$ cat src/sv/atfc_pkg.sv
// Shared types and format codes for the ARM/Thumb instruction format classifier.
// No dependencies; imported by the interfaces, the decoder and the top level.
package atfc_pkg;

    typedef logic [5:0]  fmt_t;
    typedef logic [3:0]  cond_t;
    typedef logic [31:0] instr_word_t;

    localparam fmt_t FMT_ARM_DP      = 6'd0;
    localparam fmt_t FMT_ARM_PSR     = 6'd1;
    localparam fmt_t FMT_ARM_MUL     = 6'd2;
    localparam fmt_t FMT_ARM_MULL    = 6'd3;
    localparam fmt_t FMT_ARM_SWP     = 6'd4;
    localparam fmt_t FMT_ARM_BX      = 6'd5;
    localparam fmt_t FMT_ARM_HALF    = 6'd6;
    localparam fmt_t FMT_ARM_SDT     = 6'd7;
    localparam fmt_t FMT_ARM_UNDEF   = 6'd8;
    localparam fmt_t FMT_ARM_BDT     = 6'd9;
    localparam fmt_t FMT_ARM_B       = 6'd10;
    localparam fmt_t FMT_ARM_CDT     = 6'd11;
    localparam fmt_t FMT_ARM_CDO     = 6'd12;
    localparam fmt_t FMT_ARM_CRT     = 6'd13;
    localparam fmt_t FMT_ARM_SWI     = 6'd14;

    localparam fmt_t FMT_T_SHIFT     = 6'd15;
    localparam fmt_t FMT_T_ADDSUB    = 6'd16;
    localparam fmt_t FMT_T_IMM       = 6'd17;
    localparam fmt_t FMT_T_ALU       = 6'd18;
    localparam fmt_t FMT_T_HIREG     = 6'd19;
    localparam fmt_t FMT_T_PCLOAD    = 6'd20;
    localparam fmt_t FMT_T_REGOFF    = 6'd21;
    localparam fmt_t FMT_T_SIGNEXT   = 6'd22;
    localparam fmt_t FMT_T_IMMOFF    = 6'd23;
    localparam fmt_t FMT_T_HALF      = 6'd24;
    localparam fmt_t FMT_T_SPLS      = 6'd25;
    localparam fmt_t FMT_T_LDADDR    = 6'd26;
    localparam fmt_t FMT_T_ADDSP     = 6'd27;
    localparam fmt_t FMT_T_PUSHPOP   = 6'd28;
    localparam fmt_t FMT_T_LDMSTM    = 6'd29;
    localparam fmt_t FMT_T_BCOND     = 6'd30;
    localparam fmt_t FMT_T_SWI       = 6'd31;
    localparam fmt_t FMT_T_B         = 6'd32;
    localparam fmt_t FMT_T_BL        = 6'd33;
    localparam fmt_t FMT_T_UNDEF     = 6'd34;

    localparam fmt_t FMT_FIRST_THUMB = FMT_T_SHIFT;

    localparam logic       KIND_ARM       = 1'b0;
    localparam logic       KIND_THUMB     = 1'b1;
    localparam logic [7:0] THUMB_SWI_BYTE = 8'b1101_1111;

    typedef struct packed {
        fmt_t  format_code;
        cond_t condition;
        logic  is_undefined;
    } result_t;

endpackage

$ cat src/sv/atfc_if.sv
// Valid/ready channel interfaces for instruction words and classification results.
// Depends on atfc_pkg.
interface atfc_instr_if;
    import atfc_pkg::*;

    logic        valid;
    logic        ready;
    logic        kind;
    instr_word_t instruction_word;

    modport source (output valid, output kind, output instruction_word, input ready);
    modport sink   (input valid, input kind, input instruction_word, output ready);
endinterface

interface atfc_result_if;
    import atfc_pkg::*;

    logic  valid;
    logic  ready;
    fmt_t  format_code;
    cond_t condition;
    logic  is_undefined;

    modport source (output valid, output format_code, output condition,
                    output is_undefined, input ready);
    modport sink   (input valid, input format_code, input condition,
                    input is_undefined, output ready);
endinterface

$ cat src/sv/atfc_decode.sv
// Combinational format decode for one ARM word or Thumb halfword.
// Depends on atfc_pkg.
module atfc_decode (
    input  logic                kind,
    input  atfc_pkg::instr_word_t instruction_word,
    output atfc_pkg::result_t   result
);
    import atfc_pkg::*;

    logic [2:0] arm_top;
    logic [4:0] arm_mid;
    logic [3:0] arm_low;
    logic [7:0] tb;
    fmt_t       arm_fmt;
    fmt_t       thumb_fmt;
    fmt_t       fmt;

    assign arm_top = instruction_word[27:25];
    assign arm_mid = instruction_word[24:20];
    assign arm_low = instruction_word[7:4];
    assign tb      = instruction_word[15:8];

    always_comb
    begin
        arm_fmt = FMT_ARM_DP;
        unique case (arm_top)
            3'd0:
            begin
                if (arm_mid[4])
                begin
                    priority if ((arm_mid & 5'b11011) == 5'b10000 && arm_low == 4'b1001)
                        arm_fmt = FMT_ARM_SWP;
                    else if (arm_mid == 5'b10010 && arm_low == 4'b0001)
                        arm_fmt = FMT_ARM_BX;
                    else if (arm_low[3] && arm_low[0])
                        arm_fmt = FMT_ARM_HALF;
                    else if ((arm_mid & 5'b11001) == 5'b10000)
                        arm_fmt = FMT_ARM_PSR;
                    else
                        arm_fmt = FMT_ARM_DP;
                end
                else
                begin
                    priority if (arm_mid[4:2] == 3'b000 && arm_low == 4'b1001)
                        arm_fmt = FMT_ARM_MUL;
                    else if (arm_mid[4:3] == 2'b01 && arm_low == 4'b1001)
                        arm_fmt = FMT_ARM_MULL;
                    else if (arm_low[3] && arm_low[0])
                        arm_fmt = FMT_ARM_HALF;
                    else
                        arm_fmt = FMT_ARM_DP;
                end
            end
            3'd1: arm_fmt = ((arm_mid & 5'b11001) == 5'b10000) ? FMT_ARM_PSR : FMT_ARM_DP;
            3'd2: arm_fmt = FMT_ARM_SDT;
            3'd3: arm_fmt = arm_low[0] ? FMT_ARM_UNDEF : FMT_ARM_SDT;
            3'd4: arm_fmt = FMT_ARM_BDT;
            3'd5: arm_fmt = FMT_ARM_B;
            3'd6: arm_fmt = FMT_ARM_CDT;
            3'd7:
            begin
                priority if (arm_mid[4])
                    arm_fmt = FMT_ARM_SWI;
                else if (arm_low[0])
                    arm_fmt = FMT_ARM_CRT;
                else
                    arm_fmt = FMT_ARM_CDO;
            end
            default: arm_fmt = FMT_ARM_DP;
        endcase
    end

    always_comb
    begin
        thumb_fmt = FMT_T_UNDEF;
        unique case (tb[7:5])
            3'd0: thumb_fmt = (tb[4:3] == 2'b11) ? FMT_T_ADDSUB : FMT_T_SHIFT;
            3'd1: thumb_fmt = FMT_T_IMM;
            3'd2:
            begin
                priority if (tb[4:2] == 3'd0)
                    thumb_fmt = FMT_T_ALU;
                else if (tb[4:2] == 3'd1)
                    thumb_fmt = FMT_T_HIREG;
                else if (tb[4:3] == 2'b01)
                    thumb_fmt = FMT_T_PCLOAD;
                else if (tb[1] && tb[4])
                    thumb_fmt = FMT_T_SIGNEXT;
                else
                    thumb_fmt = FMT_T_REGOFF;
            end
            3'd3: thumb_fmt = FMT_T_IMMOFF;
            3'd4: thumb_fmt = tb[4] ? FMT_T_SPLS : FMT_T_HALF;
            3'd5:
            begin
                priority if (!tb[4])
                    thumb_fmt = FMT_T_LDADDR;
                else if (tb[3:0] == 4'd0)
                    thumb_fmt = FMT_T_ADDSP;
                else if (tb[2:1] == 2'b10)
                    thumb_fmt = FMT_T_PUSHPOP;
                else
                    thumb_fmt = FMT_T_UNDEF;
            end
            3'd6:
            begin
                priority if (!tb[4])
                    thumb_fmt = FMT_T_LDMSTM;
                else if (tb == THUMB_SWI_BYTE)
                    thumb_fmt = FMT_T_SWI;
                else
                    thumb_fmt = FMT_T_BCOND;
            end
            3'd7:
            begin
                priority if (tb[4:3] == 2'b00)
                    thumb_fmt = FMT_T_B;
                else if (tb[4])
                    thumb_fmt = FMT_T_BL;
                else
                    thumb_fmt = FMT_T_UNDEF;
            end
            default: thumb_fmt = FMT_T_UNDEF;
        endcase
    end

    assign fmt = (kind == KIND_THUMB) ? thumb_fmt : arm_fmt;

    assign result.format_code  = fmt;
    assign result.condition    = (kind == KIND_THUMB) ? 4'd0 : instruction_word[31:28];
    assign result.is_undefined = (fmt == FMT_ARM_UNDEF) || (fmt == FMT_T_UNDEF);

endmodule

$ cat src/sv/arm_thumb_format_classifier.sv
// Top level of the ARM/Thumb instruction format classifier: input register,
// decode, result register. Depends on atfc_pkg, atfc_if and atfc_decode.
//
// Usage:
//   instr  : sink channel; one word per handshake carries kind (0 ARM,
//            1 Thumb) and the 32-bit instruction word (Thumb uses bits 15..0).
//   result : source channel; one word per accepted instruction with the
//            format code, the ARM condition field (0 for Thumb) and the
//            undefined-encoding flag, in input order.
//   Order:   a taken instruction waits in the input register, is decoded
//            into the result register once that register is free, and
//            is held there until the receiver takes it.
//   Throughput: one instruction per cycle when not stalled; the decode between
//            the two registers is a few levels of compare and select.
//   Reset: rst_n clears both valid flags; no word is held after reset and
//            instr.ready is high in the first cycle.
//   Stall: when result.ready is low the result word holds; the input
//            register still fills, and instr.ready drops only once both
//            registers are full. Ready rises again in the cycle the
//            receiver takes a word.
module arm_thumb_format_classifier (
    input  logic             clk,
    input  logic             rst_n,
    atfc_instr_if.sink       instr,
    atfc_result_if.source    result
);
    import atfc_pkg::*;

    logic        in_valid_reg;
    logic        in_valid_next;
    logic        kind_reg;
    instr_word_t word_reg;
    logic        out_valid_reg;
    logic        out_valid_next;
    result_t     res_reg;
    result_t     dec_res;
    logic        out_take;
    logic        in_take;

    assign out_take = !out_valid_reg || result.ready;
    assign in_take  = !in_valid_reg || out_take;

    assign in_valid_next  = in_take ? instr.valid : in_valid_reg;
    assign out_valid_next = out_take ? in_valid_reg : out_valid_reg;

    atfc_decode u_decode (
        .kind             (kind_reg),
        .instruction_word (word_reg),
        .result           (dec_res)
    );

    always_ff @(posedge clk or negedge rst_n)
    begin
        if (!rst_n)
        begin
            in_valid_reg  <= 1'b0;
            out_valid_reg <= 1'b0;
        end
        else
        begin
            in_valid_reg  <= in_valid_next;
            out_valid_reg <= out_valid_next;
        end
    end

    always_ff @(posedge clk)
    begin
        if (in_take && instr.valid)
        begin
            kind_reg <= instr.kind;
            word_reg <= instr.instruction_word;
        end
        if (out_take && in_valid_reg)
        begin
            res_reg <= dec_res;
        end
    end

    assign instr.ready         = in_take;
    assign result.valid        = out_valid_reg;
    assign result.format_code  = res_reg.format_code;
    assign result.condition    = res_reg.condition;
    assign result.is_undefined = res_reg.is_undefined;

endmodule

$ cat src/flat_wrapper.sv
// flat-port wrapper written by rule: the top's interface ports become plain ports
module arm_thumb_format_classifier_flat import atfc_pkg::*;
  (clk, rst_n, instr_valid, instr_kind, instr_instruction_word, instr_ready, result_valid, result_format_code, result_condition, result_is_undefined, result_ready);
  atfc_instr_if instr_i ();
  atfc_result_if result_i ();
  input  logic clk;
  input  logic rst_n;
  input wire logic [$bits(instr_i.valid)-1:0] instr_valid;
  input wire logic [$bits(instr_i.kind)-1:0] instr_kind;
  input wire logic [$bits(instr_i.instruction_word)-1:0] instr_instruction_word;
  output wire logic [$bits(instr_i.ready)-1:0] instr_ready;
  output wire logic [$bits(result_i.valid)-1:0] result_valid;
  output wire logic [$bits(result_i.format_code)-1:0] result_format_code;
  output wire logic [$bits(result_i.condition)-1:0] result_condition;
  output wire logic [$bits(result_i.is_undefined)-1:0] result_is_undefined;
  input wire logic [$bits(result_i.ready)-1:0] result_ready;
  assign instr_i.valid = instr_valid;
  assign instr_i.kind = instr_kind;
  assign instr_i.instruction_word = instr_instruction_word;
  assign instr_ready = instr_i.ready;
  assign result_valid = result_i.valid;
  assign result_format_code = result_i.format_code;
  assign result_condition = result_i.condition;
  assign result_is_undefined = result_i.is_undefined;
  assign result_i.ready = result_ready;
  arm_thumb_format_classifier u_core (.clk(clk), .rst_n(rst_n), .instr(instr_i), .result(result_i));
endmodule
$ cat config.mk
export PLATFORM = sky130hd
export DESIGN_NAME = arm_thumb_format_classifier_flat
export DESIGN_NICKNAME = d
export VERILOG_FILES = /design/src/sv/atfc_pkg.sv /design/src/sv/atfc_if.sv /design/src/sv/atfc_decode.sv /design/src/sv/arm_thumb_format_classifier.sv /design/src/flat_wrapper.sv
export SDC_FILE = /design/constraint.sdc
export NUM_CORES = 1
export LEC_CHECK = 0
export ABC_AREA = 1
export CORE_ASPECT_RATIO = 0.5
export CORE_MARGIN = 2
export CORE_UTILIZATION = 55
export DETAILED_ROUTE_END_ITERATION = 16
export DONT_BUFFER_PORTS = 1
export GPL_ROUTABILITY_DRIVEN = 0
export MAX_ROUTING_LAYER = met4
export PLACE_DENSITY = 0.81
export RECOVER_POWER = 100
export SLEW_MARGIN = 5
export SYNTH_ARGS = -nofsm -noshare
export SYNTH_HDL_FRONTEND = slang
export SYNTH_SLANG_ARGS = --single-unit
$ cat constraint.sdc
create_clock -name clk -period 3.08 [get_ports clk]
set_input_delay 0.616 -clock clk [delete_from_list [all_inputs] [get_ports clk]]
set_output_delay 0.616 -clock clk [all_outputs]
set_load 0.01 [all_outputs]
==> results.cfg, run 1 <==
[global_route]
grt_pass1_vias = 1107
antenna_found_initial = 0
grt_max_degree = 26
grt_use_total_pct = 17.61
grt.overflow.total = 0
grt_first_pass_wirelength_mm = 4.747

[worst_setup_path]
crit_path_max_incr_delay_ns = 0.67
required_ns = 2.99
path_cells = nand3_1, nand2_1, inv_1
worst-path-stages = 3
critPathSlowestCell = inv_1
start_kind = register
path_class = reg -> reg
reg2regPathDepth = 3
crit_path_end_kind = register
worst-path-max-fanout = 25
critPathBufInv = 1
cp.arrival_ns = 1.71
cpLargestDelayFamily = buffers and inverters

[min_path]
min_path_type = in -> async

[power]
power_frac_seq_pct = 61.5
p_switching_w = 0.0002691
pwr-share-comb_pct = 9.9
irDropWorstVdd_mv = 0.3431
switching_share_pct = 24.92
p_int_w = 0.0008110
p_clk_share_pct = 28.6
power_w = 0.001080
power_density_nw_per_um2 = 565.7
cellLeakagePower_nw = 0.8579

[routing]
dr.pass1.iters = 4
drc = 0
routed_wl_mm = 2.958
drtIter0Drc = 67
vias_per_cell = 5.212
ant_nets = 0
via_count = 1256
avgRoutedWirePerCell_um = 12.27

[sta]
relSlewSlack_pct = 32.33
fmax_mhz = 554.6
skew_ns = 0.004907
rsz0062_at_grt = no
worst_pin_slew_ns = 1.015
setup_viol = 0
finalMaxSlewViolations = 0
fin_setup_tns_ns = 0
timing.final.crit_share_pct = 58.54
hold_viol = 0
finalCriticalPeriod_ns = 1.803

[clocking]
cts_hold_buffers = 0
cts-resized-gates = 0
insertion_delay_ns = 0.28
h-tree-depth = 2
numCtsBuffers = 5
tritoncts = built
clkSlewWorstSetupHoldPaths_ns = 0.06
cts.path.max_buffers = 2
cts_setup_buffers = 0
root_buffer = clkbuf_8
clock-sinks = 38

[placed_design]
dpl.hpwl_mm = 2.225
numPortBuffers = 0

[floorplan]
fp.coreArea_sq_um = 3065
die-area_sq_um = 3765
row_count = 14
ios = 50
die_w_um = 84.80
initial_core_util_pct = 58.57
die_h_um = 44.40

[synthesis]
synthTopCellsByArea = edfxtp_1 (60%), nand2_1 (11%), inv_1 (6.7%), nand3_1 (5.9%), nor2_1 (5.4%)
synth.top_cell.area_share_pct = 60.21
syn-mean-instance-area_sq_um = 9.255
synth_seq_area_share_pct = 63.00
syn-cell-area_sq_um = 1795
yosysTopAreaCell = edfxtp_1
ys_ff_latch = 38
syn-num-nets = 231
synthCells = 194
yosysUniqueCellTypes = 17
yosys_warnings = 0

[cells_and_area]
nFillCells = 241
nNetsFinal = 237
diodes = 0
syn2layout_area_growth_pct = 6.341
largest_reg_flops = 24
fin_util_pct = 62.29
drive_gt1_share_pct = 6.468

[run_status]
status = finished clean

[flow_run]
maxCapViolations = 0
path summary, 6_finish.rpt:
path	from	to	slack, ns
worst min-delay path	rst_n	u_core.result.valid	0.02
worst max register to register	u_core.result.valid	u_core.kind_reg	1.28
worst max-delay path	u_core.result.valid	u_core.kind_reg	1.28
min in group clk	instr_instruction_word[6]	u_core.word_reg[6]	0.42
worst min register to register	u_core.in_valid_reg	u_core.result.valid	0.47
max in group asynchronous	rst_n	u_core.in_valid_reg	2.99
cells by family after synthesis:
group           share of synthesized area [%]
simple gates                            27.25
buf+inv                                 7.805
compound gates                          1.951
flops                                   63.00
worst register-to-register path, stage by stage (launching register included):
cell and delay [ns]:
dfrtp_1 0.44, nand3_1 0.21, nand2_1 0.10, inv_1 0.67
layer usage:
layer,track usage [%],part of all wire [%],vias up
li1,-,-,642
met1,21.32,45,569
met2,27.87,47,41
met3,5.224,6.2,4
met4,8.571,1.6,0
met5,-,0,-
through the flow:
stage / hold WS [ns] / instance area (sq um) / setup slack [ns] / instances
after CTS: 0.01566 / 1919 / 1.235 / 241
after floorplan: 0.3204 / 1795 / 1.305 / 194
after global routing: 0.009582 / 1909 / 1.124 / 241
after global placement: 0.3205 / 1838 / 1.142 / 233
after detailed placement: 0.3205 / 1838 / 1.057 / 233
final: 0.02385 / 1909 / 1.277 / 241
layout by cell type (no fill, tap or decap), types with 5 or more instances in the layout:
cell	count
edfxtp_1	36
nand4_1	6
nor2_1	26
nand3_1	22
clkbuf_8	5
a21oi_1	6
nand2_1	53
inv_1	32
power by group through the flow:
stage                     sequential, W  combinational (W)  clock, W
after global routing           0.000671           0.000123  0.000332
after CTS                      0.000666           0.000108  0.000316
after detailed placement       0.000677           0.000107         0
after floorplan                0.000666          0.0000891         0
after global placement         0.000675           0.000102         0
final                          0.000665           0.000106  0.000309
cells in the mapped netlist (all sizes together):
cell and count:
nor3 2, nor2 28, a21oi 6, nand3 22, inv 34, nand2 55
o21ai 1, clkinv 1, dfrtp 2, nand4 6, edfxtp 36, buf 1
cell type report:
class	instances	area (sq um)	share of cell area, %
flip-flops and latches	38	1131	59.24
multi-input cells	120	514.2	26.93
well taps	40	50.05	2.621
clock buffers	6	72.57	3.801
clock inverters	2	8.758	0.4587
inverters	35	132.6	6.946
(Power assumes the default switching activity.)
==> inputs of run 2 (changes only) <==
--- a/config.mk
+++ b/config.mk
@@ -5,7 +5,7 @@
 export SDC_FILE = /design/constraint.sdc
 export NUM_CORES = 1
 export LEC_CHECK = 0
-export ABC_AREA = 1
+export ABC_AREA = 0
 export CORE_ASPECT_RATIO = 0.5
 export CORE_MARGIN = 2
 export CORE_UTILIZATION = 55
==> constraint.sdc (replaced) <==
create_clock -name clk -period 1.9 [get_ports clk]
set_input_delay 0.38 -clock clk [delete_from_list [all_inputs] [get_ports clk]]
set_output_delay 0.38 -clock clk [all_outputs]
set_load 0.01 [all_outputs]
==> run 2 against run 1 <==
  * Clock-buffer cell count is the same
  * Utilization grew 4.7 points
  * Clock skew grew 0.0021 ns
  * Routed wire length grew 1.9%
  * Critical endpoint is now u_core.result.is_undefined
==> results.cfg, run 2 <==
[worst_setup_path]
crit_path_end_kind = register
required_ns = 2.00
worst-path-max-fanout = 5
start_kind = register
cp.arrival_ns = 1.94
path_class = reg -> reg

[sta]
finalCriticalPeriod_ns = 1.836
finalMaxSlewViolations = 0
timing.final.crit_share_pct = 96.63
relSlewSlack_pct = 51.61
worst_pin_slew_ns = 0.7255
fmax_mhz = 544.7
hold_viol = 0
hold_ws_ns = 0.1793
setup_viol = 0
skew_ns = 0.007012

[clocking]
clock-sinks = 38
tritoncts = built
root_buffer = clkbuf_8
h-tree-depth = 2
numCtsBuffers = 5
cts.path.max_buffers = 2
clkSlewWorstSetupHoldPaths_ns = 0.07
insertion_delay_ns = 0.29

[placed_design]
placed_cell_area_sq_um = 1849
numPortBuffers = 0
dpl.hpwl_mm = 2.102
place_inst = 176

[routing]
vias_per_cell = 5.937
avgRoutedWirePerCell_um = 15.95
drtIter0Drc = 62
drc = 0
dr.pass1.iters = 4
ant_nets = 0
via_count = 1122
routed_wl_mm = 3.014

[floorplan]
row_count = 14
initial_core_util_pct = 57.68
ios = 50
die_w_um = 83.50
die_h_um = 43.75
die-area_sq_um = 3653
fp.coreArea_sq_um = 3013

[cells_and_area]
nNetsFinal = 185
layoutNonFillerInstCount = 189
mostFrequentLayoutCells = edfxtp_1 (36), buf_4 (14), nor2b_1 (8)
multi_input_area_sq_um = 595.6
largest_reg_flops = 24
diodes = 0
regArea_sq_um = 1131
syn2layout_area_growth_pct = 16.05
final_common_cell = edfxtp_1
fin_util_pct = 66.94
drive_gt1_share_pct = 24.16
fin_area_sq_um = 2017
nFillCells = 214

[synthesis]
synthTopCellsByArea = edfxtp_1 (62%), dfrtp_1 (2.9%), nor2b_1 (2.9%), nand2b_1 (2.2%), a2111oi_2 (1.7%)
synth_common_cells = edfxtp_1 (36), nor2b_1 (8), nand2_1 (7)
synthCells = 129
syn-num-nets = 166
synth.top_cell.area_share_pct = 62.20
ys_ff_latch = 38
yosysTopAreaCell = edfxtp_1
syn-cell-area_sq_um = 1738
synth_edf_count = 36
syn-mean-instance-area_sq_um = 13.47
synth_seq_area_share_pct = 65.08
synth.most_common_cell = edfxtp_1
synth_ff_type = edfxtp_1
yosysUniqueCellTypes = 43
async_flop_share_pct = 5.263
yosys_warnings = 0

[power]
power_w = 0.001752
irDropWorstVdd_mv = 0.6485
power_density_nw_per_um2 = 868.6
cellLeakagePower_nw = 0.7053

[global_route]
antenna_found_initial = 0
grt.overflow.total = 0
grt_max_degree = 26
grt_use_total_pct = 17.75
grt_first_pass_wirelength_mm = 4.623
grt_pass1_vias = 1025

[flow_run]
maxCapViolations = 0

[run_status]
status = finished clean

[min_path]
min_path_type = in -> reg
==> run 2: cell count changes in the layout (fill, tap and decap cells not counted), sizes merged, moves of 4 or more <==
| cell | change |
|---|---|
| nand2 | -48 |
| inv | -28 |
| nor2 | -22 |
| nand3 | -21 |
| buf | +15 |
| nor2b | +8 |
| nand2b | +6 |
| a21oi | -4 |
| and2 | +4 |
| nand4 | -4 |
| o21ai | +4 |
==> run 2: area by class of cell <==
class / count / share of cell area, %
timing repair buffer: 18 / 6.700
inverter: 6 / 1.117
clock inverter: 2 / 0.4963
multi-input combinational: 79 / 29.53
clock buffer: 6 / 3.598
sequential: 38 / 56.08
tap: 40 / 2.481
==> run 2: logic make-up (layout without fill, tap and decap cells) <==
logic type / after synthesis / count (layout) / synth area share [%]
buffers and inverters: 12 / 32 / 3.384
flip-flops: 38 / 38 / 65.08
AND/OR/NAND/NOR: 46 / 46 / 15.91
AO/OA/AOI/OAI: 33 / 33 / 15.62
==> run 2: worst max-delay path, stage by stage (launching register included) <==
cell and delay, ns:
edfxtp_1 0.45, and3b_2 0.28, o22ai_1 0.08, a211oi_2 0.30, o211ai_1 0.17, a2111oi_4 0.37
==> run 2: what timing repair did <==
item,in CTS,in global routing
pin swaps,0,5
resized for setup,1,8
hold buffers,1,0
hold endpoints to repair,2,0
setup endpoints to repair,1,1
buffers inserted,1,3
==> run 2: final timing paths <==
| check | start | end | slack, ns | cells after the start |
|---|---|---|---|---|
| worst max register to register | u_core.word_reg[9] | u_core.result.is_undefined | 0.06 | 5 |
| worst min-delay path | instr_instruction_word[30] | u_core.word_reg[30] | 0.18 | 0 |
| min in group asynchronous | rst_n | u_core.result.valid | 0.31 | 1 |
| worst max-delay path | u_core.word_reg[9] | u_core.result.is_undefined | 0.06 | 5 |
| worst min register to register | u_core.in_valid_reg | u_core.result.valid | 0.50 | 1 |
| max in group asynchronous | rst_n | u_core.in_valid_reg | 1.47 | 1 |
==> run 2: per-layer routing <==
layer | wire, um | part of all wire, % | global-route usage [%] | up-vias
li1 | - | - | - | 534
met3 | 260 | 8.6 | 7.619 | 5
met5 | 0 | 0 | - | -
met4 | 42 | 1.4 | 7.742 | 0
met1 | 1325 | 44 | 20.58 | 535
met2 | 1386 | 46 | 27.74 | 48
==> run 2: per-stage QoR <==
stage | TNS [ns] | setup WS [ns]
final | 0 | 0.06400
after floorplan | 0 | 0.1760
after CTS | 0 | 0.01595
after detailed placement | 0 | 0.01082
after global placement | 0 | 0.05188
after global routing | -0.03197 | -0.03197
==> run 2: report_power, final <==
group	internal [W]	switching [W]
Clock	0.000254	0.000266
Combinational	0.0000841	0.000101
Sequential	0.000993	0.0000533
Total	0.00133	0.000420
==> inputs of run 3 (changes only) <==
==> constraint.sdc (replaced) <==
create_clock -name clk -period 2.15 [get_ports clk]
set_input_delay 0.43 -clock clk [delete_from_list [all_inputs] [get_ports clk]]
set_output_delay 0.43 -clock clk [all_outputs]
set_load 0.01 [all_outputs]
==> run 3 against run 2 <==
  * Critical path depth unchanged
  * Die area unchanged
  * Combinational power decreased by 33%
  * Highest routed layer unchanged
  * Via count decreased by 6.1%
  * Routed wire length decreased by 5.8%
==> results.cfg, run 3 (synthesized netlist as in run 2, its figures left out) <==
[sta]
fmax_mhz = 503.1
skew_ns = 0.004818
fin_setup_tns_ns = 0
finalCriticalPeriod_ns = 1.988
timing.final.crit_share_pct = 92.45
finalMaxSlewViolations = 0
relSlewSlack_pct = 50.20
rsz0062_at_grt = no
setup_viol = 0
hold_viol = 0
worst_pin_slew_ns = 0.7466

[worst_setup_path]
start_kind = register
required_ns = 2.24
cp.arrival_ns = 2.08
worst-path-max-fanout = 9
path_class = reg -> reg
crit_path_end_kind = register
r2r-start = u_core.word_reg[15]
startpoint = u_core.word_reg[15]

[global_route]
antenna_found_initial = 0
grt_max_degree = 26
grt_pass1_vias = 944
grt.overflow.total = 0
grt_use_total_pct = 16.58
grt_first_pass_wirelength_mm = 4.319

[power]
irDropWorstVdd_mv = 0.5365
power_density_nw_per_um2 = 807.3
cellLeakagePower_nw = 0.6367

[cells_and_area]
diodes = 0
nNetsFinal = 173
syn2layout_area_growth_pct = 7.704
final_common_cell = edfxtp_1
fin_area_sq_um = 1872
drive_gt1_share_pct = 13.14
largest_reg_flops = 24
mostFrequentLayoutCells = edfxtp_1 (36), nor2b_1 (8), nand2_1 (7)

[clocking]
root_buffer = clkbuf_8
tritoncts = built
numCtsBuffers = 5
h-tree-depth = 2
clock-sinks = 38
cts.path.max_buffers = 2
clkSlewWorstSetupHoldPaths_ns = 0.07
cts-resized-gates = 0
cts_hold_buffers = 1
cts_setup_buffers = 0
insertion_delay_ns = 0.29

[routing]
via_count = 1054
avgRoutedWirePerCell_um = 16.04
routed_wl_mm = 2.839
ant_nets = 0
vias_per_cell = 5.955
drc = 0
drtIter0Drc = 76
dr.pass1.iters = 4

[min_path]
min_from = instr_instruction_word[22]
min_path_type = in -> reg

[floorplan]
row_count = 14
ios = 50
die-area_sq_um = 3653
die_h_um = 43.75
fp.coreArea_sq_um = 3013
die_w_um = 83.50
initial_core_util_pct = 57.68

[placed_design]
numPortBuffers = 0
dpl.hpwl_mm = 2.036
placed_cell_area_sq_um = 1789

[run_status]
status = finished clean

[flow_run]
maxCapViolations = 0
[run 3: area by class of cell]
| type | instances | area [sq um] |
|---|---|---|
| Fill cell | 229 | 1141 |
| Sequential cell | 38 | 1131 |
| Multi-Input combinational cell | 79 | 548.0 |
| Clock buffer | 6 | 72.57 |
| Tap cell | 40 | 50.05 |
| Timing Repair Buffer | 6 | 37.54 |
| Inverter | 6 | 22.52 |
| Clock inverter | 2 | 10.01 |
[run 3: final timing paths]
| kind | slack (ns) | cells past startpoint | end |
|---|---|---|---|
| worst max-delay path | 0.16 | 5 | u_core.result.is_undefined |
| worst min-delay path | 0.23 | 0 | u_core.word_reg[22] |
| worst max register to register | 0.16 | 5 | u_core.result.is_undefined |
| worst min register to register | 0.50 | 1 | u_core.result.valid |
| max in group asynchronous | 1.67 | 1 | u_core.in_valid_reg |
| min in group asynchronous | 0.37 | 1 | u_core.result.valid |
[run 3: critical path, cell delays in order, from the launching register on]
cell and delay, ns:
edfxtp_1 0.51, o21bai_2 0.25, a2111oi_2 0.42, a211oi_2 0.10, nand3b_1 0.20, a2111oi_2 0.31
[run 3: power by group]
part           internal, W  switching [W]
combinational    0.0000517      0.0000719
clock             0.000224       0.000233
sequential        0.000878      0.0000519
[run 3: metrics by stage]
| step | util [%] | cells | power (W) | setup WS (ns) | hold WS (ns) |
|---|---|---|---|---|---|
| finish | 62.13 | 177 | 0.001511 | 0.1623 | 0.2330 |
| detailed placement | 59.39 | 168 | 0.001069 | 0.1951 | 0.1345 |
| floorplan | - | 129 | 0.001035 | 0.4260 | 0.1344 |
| global route | 62.13 | 177 | 0.001566 | 0.01811 | 0.2185 |
| global placement | 59.39 | 168 | 0.001063 | 0.2012 | 0.1345 |
| CTS | 62.46 | 177 | 0.001518 | 0.1513 | 0.2293 |
[run 3: metal layers]
metal  track usage [%]  share of wire (%)  up-vias
met5                 -                  0        -
met4             7.097                2.0        0
met3             6.857                5.8        7
met2             23.39                 42       40
met1             21.45                 50      497
li1                  -                  -      510
